**src/rtl/ncs_pkg.sv**
```systemverilog
package ncs_pkg;

    localparam int DEF_MAX_CENTROIDS = 256;
    localparam int DEF_MAX_DIMS      = 32;

    localparam int VALUE_W = 16;
    localparam int SLOT_W  = 8;
    localparam int COMP_W  = 5;
    localparam int INDEX_W = 8;
    localparam int DIFF_W  = VALUE_W + 1;
    localparam int SQ_W    = 2 * VALUE_W + 1;

    localparam int DIMS_W = 6;
    localparam int CENT_W = 9;
    localparam int DATA_W = 32;
    localparam int PADDR_W = 3;
    localparam int REG_ADDR_BIT = 2;

    localparam logic [DIMS_W-1:0] RESET_DIMS      = 6'd4;
    localparam logic [CENT_W-1:0] RESET_CENTROIDS = 9'd256;

    localparam logic MODE_LOAD  = 1'b0;
    localparam logic MODE_QUERY = 1'b1;

    localparam int DRAIN_CYCLES = 4;

    typedef enum logic {
        REG_DIMS      = 1'b0,
        REG_CENTROIDS = 1'b1
    } reg_index_t;

    typedef struct packed {
        logic start;
        logic issue;
        logic first_k;
        logic last_k;
        logic load_result;
    } ctrl_cmd_t;

endpackage

```
**src/rtl/ncs_regs.sv**
```systemverilog
module ncs_regs (
    input  logic                         clk,
    input  logic                         rst_n,
    input  logic                         psel,
    input  logic                         penable,
    input  logic                         pwrite,
    input  logic [ncs_pkg::PADDR_W-1:0]  paddr,
    input  logic [ncs_pkg::DATA_W-1:0]   pwdata,
    output logic [ncs_pkg::DATA_W-1:0]   prdata,
    output logic                         pready,
    output logic [ncs_pkg::DIMS_W-1:0]   dims_cfg,
    output logic [ncs_pkg::CENT_W-1:0]   cents_cfg
);
    import ncs_pkg::*;

    logic [DIMS_W-1:0] dims_reg;
    logic [CENT_W-1:0] cents_reg;
    logic              wr_en;
    reg_index_t        idx;

    assign pready = 1'b1;
    assign wr_en  = psel && penable && pwrite && pready;
    assign idx    = reg_index_t'(paddr[REG_ADDR_BIT]);

    always_ff @(posedge clk or negedge rst_n)
    begin
        if (!rst_n)
        begin
            dims_reg  <= RESET_DIMS;
            cents_reg <= RESET_CENTROIDS;
        end
        else if (wr_en)
        begin
            unique case (idx)
                REG_DIMS:      dims_reg  <= pwdata[DIMS_W-1:0];
                REG_CENTROIDS: cents_reg <= pwdata[CENT_W-1:0];
            endcase
        end
    end

    always_comb
    begin
        unique case (idx)
            REG_DIMS:      prdata = DATA_W'(dims_reg);
            REG_CENTROIDS: prdata = DATA_W'(cents_reg);
        endcase
    end

    assign dims_cfg  = dims_reg;
    assign cents_cfg = cents_reg;

endmodule

```
**config.mk**
```make
export PLATFORM = sky130hd
export DESIGN_NAME = ncs_regs
export DESIGN_NICKNAME = d
export VERILOG_FILES = /design/src/rtl/ncs_pkg.sv /design/src/rtl/ncs_regs.sv
export SDC_FILE = /design/constraint.sdc
export NUM_CORES = 1
export LEC_CHECK = 0
export ABC_AREA = 0
export ABC_CLOCK_PERIOD_IN_PS = 1650
export BUFFER_PORTS_ARGS = -buffer_cell sky130_fd_sc_hd__buf_2
export CORE_MARGIN = 2
export CORE_UTILIZATION = 30
export DETAILED_ROUTE_END_ITERATION = 7
export GPL_TIMING_DRIVEN = 0
export HOLD_SLACK_MARGIN = 0.03
export PLACE_DENSITY = 0.79
export SETUP_SLACK_MARGIN = 0.3
export SLEW_MARGIN = 20
export SYNTH_ARGS = -nofsm -noshare
export SYNTH_HDL_FRONTEND = slang
export SYNTH_SLANG_ARGS = --single-unit
```
**constraint.sdc**
```tcl
create_clock -name clk -period 1.65 [get_ports clk]
set_input_delay 0.33 -clock clk [delete_from_list [all_inputs] [get_ports clk]]
set_output_delay 0.33 -clock clk [all_outputs]
set_load 0.02 [all_outputs]
```
# Yosys cells after proc, flatten, opt, wreduce, memory -nomap -nowiden
# Index checks and enable logic that the tools add are counted.
# word_totals
ff_bits,15
inputBits,40
out_inout_bits,48
word_cells,8
# op_classes
muxes,1
bitwise,1
n_reduce_logical,4
# ops
operator,n
case mux 32 bit (2 select lines),1
AND reduction 2 bit,2
logical AND 1 bit,2
NOT 1 bit,1

# Longest topological paths before layout
# logic_depth
word_depth,3
mapped_depth,3
depth_no_buf,2

# Least setup slack after synthesis
# OpenSTA, ideal clock, no wires.
# synth_timing
path_kind,input to output
startpoint,in paddr[2] in the netlist's numbering
endpoint,out prdata[0] in the netlist's numbering
arrival_ns,0.830
required_ns,1.320
setup_slack_ns,0.490
cell_stages,2
path_buffers,1
path_cell_list,buf_6 > mux2_2
# synth_between
elab_chain_len,2
# synth_rtl
element,line,text
start: declaration,ncs_regs.sv:7,"input logic [ncs_pkg::PADDR_W-1:0] paddr,"
NOT 1 bit,--,
case mux 32 bit (2 select lines) *,ncs_regs.sv:43,unique case (idx)
end: declaration,ncs_regs.sv:9,"output logic [ncs_pkg::DATA_W-1:0] prdata,"
# Mark *: on every way between the ends. The rest lies on a longest branch, timed or not. The select of a mux whose other input is x is not followed.

# Worst setup path after layout
# layout_timing
startpoint,in paddr[2] in the netlist's numbering
endpoint,out prdata[3] in the netlist's numbering
# The elaborated chain is that of the path after synthesis.

==> reports/qor.csv <==
stage;metric;value;unit
run_status;status;completed;
job;max cap viols;0;
worst_setup_path;crit path capture type;output port;
worst_setup_path;Slowest cell on crit path;mux2_2;
global_route;wire length of the first global-routing pass;2880;µm
worst_setup_path;worst path required time;1320;ps
floorplan;Die ar.;3350;µm²
yosys;area share of the largest cell type after synthesis;37.3;%
drt;Vias/cell;3.94;
worst_setup_path;CP Launch Type;primary input;
finish;Multi-input gate area;400;µm²
drt;vias;669;
drt;wirelength, routed;1820;µm
power_and_ir_drop;Lkg Pwr;0.742;nW
sta;hold_ws;293;ps
clock_network;clk root buf;clkbuf_4;
global_route;residual overflow from global routing;0;
floorplan;# IOs;88;
clock_network;Clock Latency Late Sink;280;ps
power_and_ir_drop;total power divided by cell area;1050;nW/µm²
clock_network;Clock transition at path regs;90;ps
floorplan;FP Rows;19;
clock_network;clock sinks;15;
finish;area occupied by registers;378;µm²
yosys;Main synth FF type;dfrtp_1;
worst_setup_path;most frequent CP cell;buf_6;
sta;unrepaired setup endpoints after global routing;true;
global_route;vias in the first global route;655;
yosys;Yosys warning total;0;
sta;Final Setup Violations;0;
finish;fillcell total;249;
drt;Routed Antenna Nets;0;
global_route;antenna violations before repair;0;
worst_setup_path;Max Fanout on Critical Path;10;
yosys;Post-synth EDFFs;0;
worst_setup_path;Worst Path Arrival;1080;ps
global_route;largest net degree at the start of global routing;16;
drt;Routed wire per std cell;10.7;µm
place;half-perimeter wire length after placement;1410;µm
sta;worst clock skew;0;ps
yosys;top post-synthesis cells by count;24 x buf_4, 21 x mux2_2, 13 x dfrtp_1;
finish;layout cells sized above 1;71.9;%
power_and_ir_drop;peak supply drop;0.696;mV
worst_setup_path;CP max stage delay;360;ps
finish;area delta synth->final;53.8;%
clock_network;clock tree buffer depth;2;
global_route;Global Route Usage Sum;11.3;%
sta;fin crit period;1410;ps
floorplan;Die H;57.9;µm
yosys;Netlist cell types;9;
finish;Nets;180;
drt;drc violations;0;
clock_network;CTS tree;yes;
place;pre-CTS setup slack;236;ps
hold_path;hold crit path type;primary input to register;
yosys;FFs w/ async S/R, synth;100;%
floorplan;Initial Util;31.6;%
sta;Tcrit/Tclk final;85.4;%
yosys;Mapped Cells;68;
clock_network;total CTS buffers;3;
clock_network;CTS H-tree lvls;1;
worst_setup_path;critical-path cell list;buf_2 -> buf_6 -> mux2_2 -> buf_6;
sta;Setup TNS;0;ps
sta;Hold Vio Cnt, Final;0;
drt;First-pass DRT Iterations;2;
place;port bufs;38;
sta;final number of max-transition violations;0;
yosys;Synth area leaders;dfrtp_1 37%, mux2_2 27%, buf_4 21%, dfstp_2 6.0%, and2_2 2.6%;
drt;DR iter-0 viols;11;
yosys;syn_area_per_cell;12.8;µm²
floorplan;Die Span X;57.9;µm
yosys;Seq/Total Area, Yosys;43.3;%
finish;Ant. Diodes;0;
sta;worst setup margin;241;ps
power_and_ir_drop;Total Power;1.41;mW
sta;fmax;0.710;GHz
yosys;count leader, synth;buf_4;
floorplan;core area;2760;µm²
worst_setup_path;WS Path Type;primary input to output port;
yosys;Synth Register Bits;15;
yosys;Cell Area, Synth;872;µm²
place;GP Congestion;0.646;
yosys;Yosys top cell by area;dfrtp_1;
## worst paths after layout
kind | start | to | slack, ps | cells past startpoint
setup / recovery | paddr[2] | prdata[3] | 240 | 4
hold / removal | pwdata[0] | cents_cfg[0] | 290 | 2
setup reg to reg | cents_cfg[7] | cents_cfg[7] | 760 | 2
hold reg to reg | cents_cfg[6] | cents_cfg[6] | 530 | 1
max in group asynchronous | rst_n | cents_cfg[8] | 850 | 2
min in group asynchronous | rst_n | dims_cfg[5] | 480 | 2
## report_power, final
part / switching (mW) / leakage (nW) / total [mW] / internal [mW]
Clock: 0.109 / 0.0150 / 0.202 / 0.0936
Sequential: 0.0498 / 0.177 / 0.507 / 0.457
Combinational: 0.347 / 0.550 / 0.697 / 0.350
## kinds of logic (layout without fill, tap and decap cells)
kind of cell / after synthesis / after routing / synth area share (%)
buffers and inverters: 25 / 74 / 22.0
flip-flops: 15 / 15 / 43.3
multiplexers: 21 / 21 / 27.1
other: 2 / 24 / 0.861
AND/OR/NAND/NOR: 5 / 5 / 6.74
## stage by stage
stage               std cells  util [%]  instance area, µm²
floorplan                  90         -                 955
global placement          159      42.9                1180
detailed placement        159      42.9                1180
CTS                       169      47.2                1300
global route              170      48.6                1340
finish                    170      48.6                1340
## placed cells by master (no fill, tap or decap), drive strengths merged
cell type / count
and2: 3
clkbuf: 4
mux2: 21
nand4: 1
dlygate4sd3: 1
conb: 24
dfstp: 2
buf: 69
dfrtp: 13
nand4b: 1
## critical path: cells and delay by family
kind	cells	cell delay, ps
muxes	1	360
buffers and inverters	3	390
## timing repair
action,in CTS,in global routing
hold buffers,1,0
hold endpoints to repair,13,0
setup buffers,5,1
endpoints found under the setup margin,8,11
pin swaps,0,0
resized for setup,15,11
## final cells by class
| cell class | count | area share, % |
|---|---|---|
| Multi-Input combinational cell | 50 | 29.9 |
| Sequential cell | 15 | 28.2 |
| Timing Repair Buffer | 45 | 22.9 |
| Buffer | 25 | 14.3 |
| Tap cell | 31 | 2.89 |
| Clock buffer | 4 | 1.96 |
## sequential cells by signal, summed over array words and instances (netlist names)
register	flops
dims_cfg	6
cents_cfg	9
## layer usage
metal	vias up	routed length, µm	GRT usage, %
li1	322	-	-
met1	307	663	13.3
met2	40	942	19.8
met3	0	211	5.36
met4	0	0	0
met5	-	0	0
(Power assumes the default switching activity.)
