$ cat src/rtl/ncs_pkg.sv
package ncs_pkg;

    localparam int DEF_MAX_CENTROIDS = 256;
    localparam int DEF_MAX_DIMS      = 32;

    localparam int VALUE_W = 16;
    localparam int SLOT_W  = 8;
    localparam int COMP_W  = 5;
    localparam int INDEX_W = 8;
    localparam int DIFF_W  = VALUE_W + 1;
    localparam int SQ_W    = 2 * VALUE_W + 1;

    localparam int DIMS_W = 6;
    localparam int CENT_W = 9;
    localparam int DATA_W = 32;
    localparam int PADDR_W = 3;
    localparam int REG_ADDR_BIT = 2;

    localparam logic [DIMS_W-1:0] RESET_DIMS      = 6'd4;
    localparam logic [CENT_W-1:0] RESET_CENTROIDS = 9'd256;

    localparam logic MODE_LOAD  = 1'b0;
    localparam logic MODE_QUERY = 1'b1;

    localparam int DRAIN_CYCLES = 4;

    typedef enum logic {
        REG_DIMS      = 1'b0,
        REG_CENTROIDS = 1'b1
    } reg_index_t;

    typedef struct packed {
        logic start;
        logic issue;
        logic first_k;
        logic last_k;
        logic load_result;
    } ctrl_cmd_t;

endpackage

$ cat src/rtl/ncs_ctrl.sv
module ncs_ctrl #(
    parameter int MAX_CENTROIDS = ncs_pkg::DEF_MAX_CENTROIDS,
    parameter int MAX_DIMS      = ncs_pkg::DEF_MAX_DIMS,
    parameter int CIW = (MAX_CENTROIDS > 1) ? $clog2(MAX_CENTROIDS) : 1,
    parameter int KIW = (MAX_DIMS > 1) ? $clog2(MAX_DIMS) : 1
) (
    input  logic                       clk,
    input  logic                       rst_n,
    input  logic [ncs_pkg::DIMS_W-1:0] dims_cfg,
    input  logic [ncs_pkg::CENT_W-1:0] cents_cfg,
    input  logic                       in_accept,
    input  logic                       in_search,
    input  logic                       out_ready,
    output logic                       in_ready,
    output logic                       out_valid,
    output ncs_pkg::ctrl_cmd_t         cmd,
    output logic [CIW-1:0]             c_idx,
    output logic [KIW-1:0]             k_idx
);
    import ncs_pkg::*;

    localparam int NW = $clog2(MAX_CENTROIDS + 1);
    localparam int DW = $clog2(MAX_DIMS + 1);
    localparam int DRW = $clog2(DRAIN_CYCLES);

    typedef enum logic [1:0] {
        ST_IDLE,
        ST_RUN,
        ST_DRAIN,
        ST_FINISH
    } state_t;

    state_t         state_reg, state_next;
    logic [CIW-1:0] c_reg, c_next;
    logic [KIW-1:0] k_reg, k_next;
    logic [DRW-1:0] drain_reg, drain_next;
    logic           out_valid_reg, out_valid_next;
    logic [NW-1:0]  n_use;
    logic [DW-1:0]  d_use;
    logic           last_k, last_c;

    // clamp the register values to the storage that exists
    assign n_use = (32'(cents_cfg) > 32'(MAX_CENTROIDS)) ? NW'(MAX_CENTROIDS) : NW'(cents_cfg);
    assign d_use = (32'(dims_cfg) > 32'(MAX_DIMS)) ? DW'(MAX_DIMS) : DW'(dims_cfg);

    assign last_k = (32'(k_reg) + 32'd1 == 32'(d_use));
    assign last_c = (32'(c_reg) + 32'd1 == 32'(n_use));

    always_comb
    begin
        state_next     = state_reg;
        c_next         = c_reg;
        k_next         = k_reg;
        drain_next     = drain_reg;
        out_valid_next = out_valid_reg;
        cmd            = '0;

        if (out_valid_reg && out_ready)
        begin
            out_valid_next = 1'b0;
        end

        unique case (state_reg)
            ST_IDLE:
            begin
                if (in_accept && in_search)
                begin
                    cmd.start  = 1'b1;
                    c_next     = '0;
                    k_next     = '0;
                    drain_next = '0;
                    // empty search: best stays at index zero
                    if (n_use == '0 || d_use == '0)
                    begin
                        state_next = ST_DRAIN;
                    end
                    else
                    begin
                        state_next = ST_RUN;
                    end
                end
            end
            ST_RUN:
            begin
                cmd.issue   = 1'b1;
                cmd.first_k = (k_reg == '0);
                cmd.last_k  = last_k;
                if (last_k)
                begin
                    k_next = '0;
                    if (last_c)
                    begin
                        state_next = ST_DRAIN;
                    end
                    else
                    begin
                        c_next = c_reg + 1'b1;
                    end
                end
                else
                begin
                    k_next = k_reg + 1'b1;
                end
            end
            ST_DRAIN:
            begin
                drain_next = drain_reg + 1'b1;
                if (32'(drain_reg) == DRAIN_CYCLES - 1)
                begin
                    state_next = ST_FINISH;
                end
            end
            ST_FINISH:
            begin
                if (!out_valid_reg || out_ready)
                begin
                    cmd.load_result = 1'b1;
                    out_valid_next  = 1'b1;
                    state_next      = ST_IDLE;
                end
            end
            default:
            begin
                state_next = ST_IDLE;
            end
        endcase
    end

    always_ff @(posedge clk or negedge rst_n)
    begin
        if (!rst_n)
        begin
            state_reg     <= ST_IDLE;
            c_reg         <= '0;
            k_reg         <= '0;
            drain_reg     <= '0;
            out_valid_reg <= 1'b0;
        end
        else
        begin
            state_reg     <= state_next;
            c_reg         <= c_next;
            k_reg         <= k_next;
            drain_reg     <= drain_next;
            out_valid_reg <= out_valid_next;
        end
    end

    assign in_ready  = (state_reg == ST_IDLE);
    assign out_valid = out_valid_reg;
    assign c_idx     = c_reg;
    assign k_idx     = k_reg;

    a_run_in_range: assert property (@(posedge clk) disable iff (!rst_n)
        state_reg == ST_RUN |-> (32'(k_reg) < 32'(d_use)) && (32'(c_reg) < 32'(n_use)))
        else $error("search counters left the range in use");

    a_search_blocks_input: assert property (@(posedge clk) disable iff (!rst_n)
        in_accept && in_search |=> !in_ready)
        else $error("input still ready after a search item");

endmodule

$ cat config.mk
export PLATFORM = sky130hd
export DESIGN_NAME = ncs_ctrl
export DESIGN_NICKNAME = d
export VERILOG_FILES = /design/src/rtl/ncs_pkg.sv /design/src/rtl/ncs_ctrl.sv
export SDC_FILE = /design/constraint.sdc
export NUM_CORES = 1
export LEC_CHECK = 0
export ABC_AREA = 1
export BUFFER_PORTS_ARGS = -buffer_cell sky130_fd_sc_hd__buf_2
export CAP_MARGIN = 30
export CORE_AREA = 2 2 66 68
export CTS_BUF_LIST = sky130_fd_sc_hd__clkbuf_8 sky130_fd_sc_hd__clkbuf_16
export DETAILED_ROUTE_END_ITERATION = 10
export DIE_AREA = 0 0 68 70
export GPL_TIMING_DRIVEN = 0
export MAX_ROUTING_LAYER = met4
export SLEW_MARGIN = 10
export SYNTH_ARGS = -nofsm -noshare
export SYNTH_HDL_FRONTEND = slang
export SYNTH_SLANG_ARGS = --single-unit
$ cat constraint.sdc
create_clock -name clk -period 2.7 [get_ports clk]
set_input_delay 0.54 -clock clk [delete_from_list [all_inputs] [get_ports clk]]
set_output_delay 0.54 -clock clk [all_outputs]
set_load 0.02 [all_outputs]
Word level (Yosys, flattened, before mapping)

Cells that the tools add are included.
Widths: inputs -> output; s select.

Bits in registers: 18
Latch bits: 0
Bits in writable memories: 0
ROM bits: 0
Input port bits: 20
Logic and storage cells: 65
Memories: 0

Add/sub/neg operators: 5
$mul: 0
Div/mod/pow operators: 0
Magnitude comparators: 2
Equal/unequal tests: 12
Shift-type cells: 0
Mux-type cells: 26
Bitwise operators: 0
Reductions and logical operators: 15

Operators by type and width:

| cell                | count |
|---|---|
| $mux 8              | 3 |
| $pmux 8 s2          | 1 |
| $mux 2              | 7 |
| $mux 5              | 2 |
| $ne 2x2->1 const B  | 5 |
| $pmux 5 s2          | 1 |
| $add 8x1->9 const B | 1 |
| $eq 9x9->1          | 1 |
| $gt 9x9->1 const B  | 1 |
| $logic_not 9->1     | 1 |
| $mux 9              | 1 |
| $add 8x1->8 const B | 1 |
| $pmux 2 s4          | 1 |
| $mux 1              | 7 |
| $add 5x1->6 const B | 1 |
| $eq 2x2->1 const B  | 3 |
| $eq 6x6->1          | 1 |
| $gt 6x6->1 const B  | 1 |
| $logic_not 6->1     | 1 |
| $mux 6              | 1 |
| $add 5x1->5 const B | 1 |
| $logic_not 5->1     | 1 |
| $reduce_and 5->1    | 1 |
| $pmux 2 s2          | 1 |
| 11 further kinds    | 15 |

Depth between registers and ports, before layout

Gate-level depths: netlist of the first run.

Depth in word-level cells: 7
Mapped depth: 15

Worst setup path after synthesis of the first run

No wires, ideal clock.

Path kind: flip-flop to output port
From: reg k_reg[0], in the netlist k_idx[0]
To: out cmd[1] (netlist name)
Arrival time: 1.768 ns
Path slack: 0.392 ns
Stages on the path, launching flop included: 9
Path through: dfrtp_1 > inv_1 > ha_1 > xnor2_1 > inv_1 > nand2_1 > nor2_1 > nand2_1 > nor3_1

RTL lines:

| item                   | line            | RTL |
|---|---|---|
| start, declared        | ncs_ctrl.sv:35  | `logic [KIW-1:0] k_reg, k_next;` |
| start signal, assigned | ncs_ctrl.sv:143 | `k_reg <= k_next;` |
| end, declared          | ncs_ctrl.sv:16  | `output ncs_pkg::ctrl_cmd_t cmd,` |

==> results by group, run 1 <==
Drt
  – Detailed-route wire length per cell: 10.5 um
  – Via density: 4.70
  – Vias: 1532
  – DRT iter0 DRCs: 46
  – Routed Antenna Nets: 0
  – First-pass DRT Iterations: 4
  – Drt drc: 0
  – Post-Route WL: 3420 um

Critical path
  – FF-to-FF Start: c_idx[0]
  – Req. time, crit path: 2160 ps
  – CP max-delay cell: dfrtp_1
  – WS Path Type: flip-flop to output port
  – Crit. path cell count: 9
  – CP peak stage delay: 400 ps
  – Buf/Inv on CP: 3
  – Crit path DAT: 1890 ps
  – Worst path top cell family by delay: flip-flops
  – Worst reg2reg endpoint: state_reg[0]
  – Crit path from: k_idx[0]
  – Crit. End Element: output port
  – Critical Path, Cell by Cell: inv_1 > ha_1 > xnor2_1 > inv_1 > nand2_1 > nor2_1 > nand2_1 > nor3_1 > buf_2
  – Reg2reg setup slack: 670 ps
  – CP Max Fanout: 5
  – Worst R2R Path Depth: 14
  – Crit path to: cmd[1]
  – Startpoint Class: flip-flop

Die
  – Initial core utilization: 37.5%
  – Die X: 68 um
  – Core area: 4140 sq um
  – Chip Height: 70 um
  – Die area: 4760 sq um
  – Placement row count: 24
  – Ports: 40

Pwr
  – PwrDens: 706 nW/um^2
  – P_leak: 1.05 nW
  – Worst VDD drop: 0.377 mV

Synth
  – Cell Area, Synth: 1550 sq um
  – Synthesized instance count: 232
  – Synth Area per Inst: 6.69 sq um
  – Synthesis-stage register bit count: 18
  – Yosys warning count: 0
  – Area contributors post-synth: dfrtp_1, nand2_1, nand3_1
  – Post-synth cell types: 27
  – Yosys top cell by area: dfrtp_1
  – Post-Syn Nets: 260
  – Top cell type's share of synthesized area: 29.0%
  – Post-synthesis sequential area ratio: 29.0%

Timing
  – Period utilization: 90.0%
  – F_max: 0.412 GHz
  – Clock skew: 5.18 ps
  – Final setup viols: 0
  – Final slew viol count: 0
  – Crit path time final: 2430 ps
  – Worst hold slack: 210 ps
  – Setup TNS: 0 ps
  – Rel. slew slack: 64.2%
  – Hold Vio Cnt, Final: 0
  – RSZ-0062 raised after global routing: false
  – Slew @ Worst Pin: 532 ps

Global routing
  – First-pass GRT wire length: 5530 um
  – Total global routing track utilization: 15.4%
  – Number of global-route vias before repair: 1265
  – Largest net degree at the start of global routing: 19
  – Initial antenna violation count: 0
  – Overflow after GRT: 0

Placed design
  – GPL Wtd Cong: 0.797
  – DP HPWL: 2810 um
  – Port bufs: 39

Clocking
  – Clk slew on worst S/H paths: 70 ps
  – CTS buffer count: 3
  – Clk_lat worst skew: 250 ps
  – H-tree levels: 1
  – CTS root buf: clkbuf_8
  – Clk buf depth: 2
  – Setup bufs post-CTS: 0
  – # hold bufs at CTS: 0
  – CTS tree: yes
  – Sink Count: 18
  – Post-CTS resize count: 0

Finish
  – Antenna Cells: 0
  – Most frequent cells in the layout: nand2_1, buf_2, inv_1
  – Fillcell total: 424
  – Largest register FFs: 8
  – Sequential cell area: 450 sq um
  – Multi-input logic area: 960 sq um
  – Most common cell after layout, fill and taps aside: nand2_1
  – Synth-to-Final Area Change: 19.4%
  – Final nets: 304
  – Share of cells above drive strength 1: 22.3%

Job
  – Max Cap Viol: 0

Outcome
  – Status: completed

Min path
  – Hold Path Class: primary input to async pin
==> worst min path at each step <==
stage               slack, ps  depth (start not counted)      endpoint          from
finish                    210                          1      k_idx[1]         rst_n
floorplan                 240                          0      c_idx[0]         rst_n
CTS                       240                          1      k_idx[0]         rst_n
detailed placement        470                          1  drain_reg[0]  drain_reg[0]
global placement          470                          1  drain_reg[0]  drain_reg[0]
global route              250                          1  drain_reg[0]         rst_n
==> metal layers <==
metal / GRT usage (%) / vias up / wire, um
li1: - / 826 / -
met1: 20.4 / 660 / 1630
met3: 1.77 / 5 / 177
met2: 24.1 / 41 / 1580
met5: - / - / 0
met4: 5.33 / 0 / 44
==> per-stage QoR <==
stage                     setup WS, ps  util, %  power [W]  instances  instance area, sq um
after global placement             509     43.8    0.00114        323                  1810
after floorplan                    392        -   0.000944        232                  1550
after global routing              87.5     44.7    0.00145        326                  1850
final                              271     44.7    0.00131        326                  1850
after CTS                          244     44.7    0.00133        326                  1850
after detailed placement           466     43.8    0.00114        323                  1810
==> cell type report <==
| class | count | area share (%) |
|---|---|---|
| inverters | 35 | 7.09 |
| well taps | 52 | 3.51 |
| flip-flops and latches | 18 | 24.3 |
| clock buffers | 3 | 2.23 |
| repair buffers | 39 | 10.5 |
| plain buffers | 1 | 0.607 |
| multi-input cells | 178 | 51.8 |
==> cells in the mapped netlist <==
| cell type | n |
|---|---|
| nand2_1 | 73 |
| nor2_2 | 5 |
| o21a_1 | 1 |
| dfrtp_1 | 18 |
| nand2_2 | 3 |
| o31ai_1 | 1 |
| nor3_1 | 4 |
| o21ai_0 | 7 |
| inv_2 | 2 |
| nand3_2 | 1 |
| xor2_1 | 7 |
| o21bai_2 | 1 |
| o211ai_1 | 1 |
| or2_2 | 1 |
| inv_1 | 33 |
| o221ai_1 | 1 |
| o21bai_1 | 4 |
| o21ai_4 | 1 |
| nand3_1 | 32 |
| nand4_1 | 3 |
| xnor2_1 | 2 |
| a21oi_1 | 4 |
| nand2_4 | 1 |
| nor2_1 | 14 |
| ha_1 | 8 |
| nor2_4 | 3 |
| buf_6 | 1 |
==> cell families (layout without fill, tap and decap cells) <==
kind of cell    count (synthesis)  in the layout  share of synthesized area [%]
compound gates                 21             21                           9.27
xor+xnor                        9              9                           5.08
fa+ha+maj                       8              8                           6.45
buf+inv                        36             78                           9.19
flops                          18             18                           29.0
simple gates                  140            140                           41.0
==> worst reg2reg max path: stages (launching register included) <==
cell,delay [ps]
dfrtp_1,430
ha_1,220
nand3_1,160
nor2_2,180
nand2_1,70
nand2_1,90
inv_1,60
nand2_1,60
nand2_1,50
nor2_1,110
nand2_2,100
o21bai_2,190
nand2_1,90
nand2_1,70
nand2_1,50
==> power by group <==
group	internal [W]	total, W	switching, W
registers	0.000327	0.000383	0.0000557
clock network	0.0000989	0.000182	0.0000826
logic	0.000254	0.000744	0.000490
total	0.000681	0.00131	0.000628
No activity file was read; power rests on OpenSTA's default activity.
==> inputs of run 2 (changes only) <==
--- a/config.mk
+++ b/config.mk
@@ -5,13 +5,12 @@
 export SDC_FILE = /design/constraint.sdc
 export NUM_CORES = 1
 export LEC_CHECK = 0
-export ABC_AREA = 1
 export BUFFER_PORTS_ARGS = -buffer_cell sky130_fd_sc_hd__buf_2
 export CAP_MARGIN = 30
-export CORE_AREA = 2 2 66 68
+export CORE_AREA = 2 2 68 70
 export CTS_BUF_LIST = sky130_fd_sc_hd__clkbuf_8 sky130_fd_sc_hd__clkbuf_16
 export DETAILED_ROUTE_END_ITERATION = 10
-export DIE_AREA = 0 0 68 70
+export DIE_AREA = 0 0 70 72
 export GPL_TIMING_DRIVEN = 0
 export MAX_ROUTING_LAYER = met4
 export SLEW_MARGIN = 10
==> results by group, run 2 <==
Synth
  – Area contributors post-synth: dfrtp_1, xnor2_1, ha_1
  – Yosys warning count: 0 (unchanged)
  – Ys async rst share: 100% (unchanged)
  – Synthesis-stage register bit count: 18 (unchanged)
  – Post-synthesis sequential area ratio: 27.0% (-2.0 points)
  – Top cell type's share of synthesized area: 27.0% (-2.0 points)
  – Synth Flop Type: dfrtp_1
  – Cell Area, Synth: 1670 sq um (+7.3%)
  – Post-synth EDFFs: 0 (unchanged)
  – Synth Area per Inst: 8.50 sq um (+27%)
  – Post-Syn Nets: 224 (-14%)
  – Synthesized instance count: 196 (-16%)
  – Yosys top cell by area: dfrtp_1
  – Post-synth cell types: 57 (+110%)
  – Commonest cells in the netlist: nand2_1, dfrtp_1, nand3_1
  – Most numerous cell in the Yosys netlist: nand2_1

Global routing
  – Overflow after GRT: 0 (unchanged)
  – Met2 Track Usage GR: 26.6% (+2.5 points)
  – Grt peak-use layer: met2
  – First-pass GRT wire length: 6760 um (+22%)
  – Total global routing track utilization: 16.8% (+1.4 points)
  – Largest net degree at the start of global routing: 19 (unchanged)
  – Initial antenna violation count: 0 (unchanged)
  – M1 GR Usage: 22.9% (+2.5 points)
  – Met3 layer usage reported by global route: 1.53% (-0.24 points)
  – Number of global-route vias before repair: 1481 (+17%)

Clocking
  – CTS tree: yes
  – Clk buf depth: 2 (unchanged)
  – Clk slew on worst S/H paths: 70 ps (about the same)
  – CTS buffer count: 3 (unchanged)
  – CTS root buf: clkbuf_8
  – H-tree levels: 1 (unchanged)
  – Sink Count: 18 (unchanged)
  – Clk_lat worst skew: 250 ps (about the same)

Timing
  – Slew @ Worst Pin: 531 ps (-0.127 ps)
  – Rel. slew slack: 64.1% (-0.081 points)
  – Final slew viol count: 0 (unchanged)
  – F_max: 0.387 GHz (-6.0%)
  – Worst hold slack: 215 ps (+5.16 ps)
  – Period utilization: 95.7% (+5.7 points)
  – Crit path time final: 2580 ps (+154 ps)
  – Hold Vio Cnt, Final: 0 (unchanged)
  – Final setup viols: 0 (unchanged)
  – Clock skew: 1.90 ps (-3.27 ps)

Finish
  – Core Util, Final: 47.3% (+2.5 points)
  – Fillcell total: 437 (+3.1%)
  – Final nets: 268 (-12%)
  – Antenna Cells: 0 (unchanged)
  – Synth-to-Final Area Change: 20.9%
  – Most frequent cells in the layout: buf_2, nand2_1, nand3_1, dfrtp_1, inv_1
  – Largest register FFs: 8 (unchanged)
  – Share of cells above drive strength 1: 28.0% (+5.8 points)
  – Most common cell after layout, fill and taps aside: buf_2

Placed design
  – Port bufs: 38 (-2.6%)
  – GPL Wtd Cong: 0.740 (-7.2%)
  – DP HPWL: 2970 um (+5.6%)

Pwr
  – Worst VDD drop: 0.466 mV (+24%)
  – P_leak: 0.952 nW (-9.3%)
  – PwrDens: 812 nW/um^2 (+15%)

Critical path
  – Crit. End Element: output port
  – Critical Path, Cell by Cell: inv_1 > ha_1 > and4b_1 > a31oi_1 > o32ai_2 > nand3_1 > nor2_1 > buf_2
  – Startpoint Class: flip-flop
  – Crit path DAT: 2040 ps (+150 ps)
  – CP max-delay cell: dfrtp_2
  – WS Path Type: flip-flop to output port
  – Req. time, crit path: 2160 ps (about the same)
  – CP peak stage delay: 410 ps (about the same)
  – CP Max Fanout: 7 (+2)

Die
  – Die area: 5040 sq um (+5.9%)
  – Die X: 70 um (+2.9%)
  – Placement row count: 24 (unchanged)
  – Core area: 4260 sq um (+2.9%)
  – Ports: 40 (unchanged)
  – Chip Height: 72 um (+2.9%)
  – Initial core utilization: 39.1% (+1.6 points)

Drt
  – Via density: 5.40 (+15%)
  – Vias: 1570 (+2.5%)
  – First-pass DRT Iterations: 4 (unchanged)
  – Drt drc: 0 (unchanged)
  – Detailed-route wire length per cell: 13.2 um (+26%)
  – Routed Antenna Nets: 0 (unchanged)
  – DRT iter0 DRCs: 53 (+15%)
  – Post-Route WL: 3850 um (+12%)

Job
  – Max Cap Viol: 0 (unchanged)

Outcome
  – Status: completed

Min path
  – Hold Path Class: primary input to async pin
-- run 2: changes by cell type in the layout (fill, tap and decap cells not counted), moves of 4 or more --
cell,previous run,this run
inv_1,33,12
nand2_1,73,24
nand3_1,32,17
nor2_2,5,1
a31oi_1,0,4
xnor2_1,2,11
nor2b_1,0,5
-- run 2: stage by stage --
| step | TNS [ps] | cell area, sq um | power, W | cells | setup WS (ps) |
|---|---|---|---|---|---|
| global route | -23.7 | 2020 | 0.00180 | 291 | -23.7 |
| global placement | 0 | 1920 | 0.00138 | 286 | 130 |
| detailed placement | 0 | 1920 | 0.00139 | 286 | 89.3 |
| finish | 0 | 2020 | 0.00164 | 291 | 117 |
| CTS | 0 | 1980 | 0.00162 | 290 | 12.8 |
| floorplan | 0 | 1670 | 0.00114 | 196 | 189 |
-- run 2: layer usage --
| layer | part of all wire (%) | wire length (um) |
|---|---|---|
| met1 | 49 | 1870 |
| met2 | 46 | 1760 |
| met3 | 4.2 | 163 |
| met4 | 1.5 | 59 |
| met5 | 0 | 0 |
-- run 2: layout make-up --
cell class	instances	area (sq um)	share of cell area (%)
Tap cell	52	65.1	3.23
Timing Repair Buffer	39	198	9.81
Inverter	12	45.0	2.23
Multi-Input combinational cell	158	1130	56.1
Sequential cell	18	452	22.4
Buffer	8	71.3	3.54
Clock buffer	4	55.1	2.73
-- run 2: worst paths after layout --
check | startpoint | to | slack (ps) | cells after the start
worst max-delay path | k_idx[0] | cmd[1] | 120 | 8
worst min-delay path | rst_n | state_reg[1] | 210 | 1
worst max register to register | c_idx[1] | state_reg[0] | 150 | 9
max in group asynchronous | rst_n | k_idx[0] | 2170 | 1
worst min register to register | drain_reg[0] | drain_reg[0] | 500 | 1
min in group clk | drain_reg[0] | drain_reg[0] | 500 | 1
-- run 2: critical path: cells and delay by family, from the launching register on --
kind / cells / cell delay, ps
adders and majority gates: 1 / 380
and+or+nand+nor: 3 / 480
AOI/OAI and AO/OA: 2 / 250
buffers and inverters: 2 / 270
DFF: 1 / 410
-- run 2: kinds of logic (layout without fill, tap and decap cells) --
| kind of cell | after synthesis | in the layout | share of synthesized area, % |
|---|---|---|---|
| compound gates | 41 | 41 | 18.5 |
| fa+ha+maj | 8 | 8 | 6.01 |
| mux | 4 | 4 | 2.78 |
| simple gates | 88 | 88 | 29.0 |
| flops | 18 | 18 | 27.0 |
| xor+xnor | 17 | 17 | 9.76 |
| buf+inv | 20 | 63 | 6.98 |
-- run 2: where the power goes --
part / total [W] / internal [W] / switching, W
clock network: 0.000219 / 0.000129 / 0.0000894
registers: 0.000420 / 0.000342 / 0.0000776
logic: 0.000999 / 0.000406 / 0.000593
-- run 2: what timing repair did --
action	CTS	global route
hold buffers	0	0
setup buffers	0	1
resized for setup	0	6
endpoints found under the setup margin	0	7
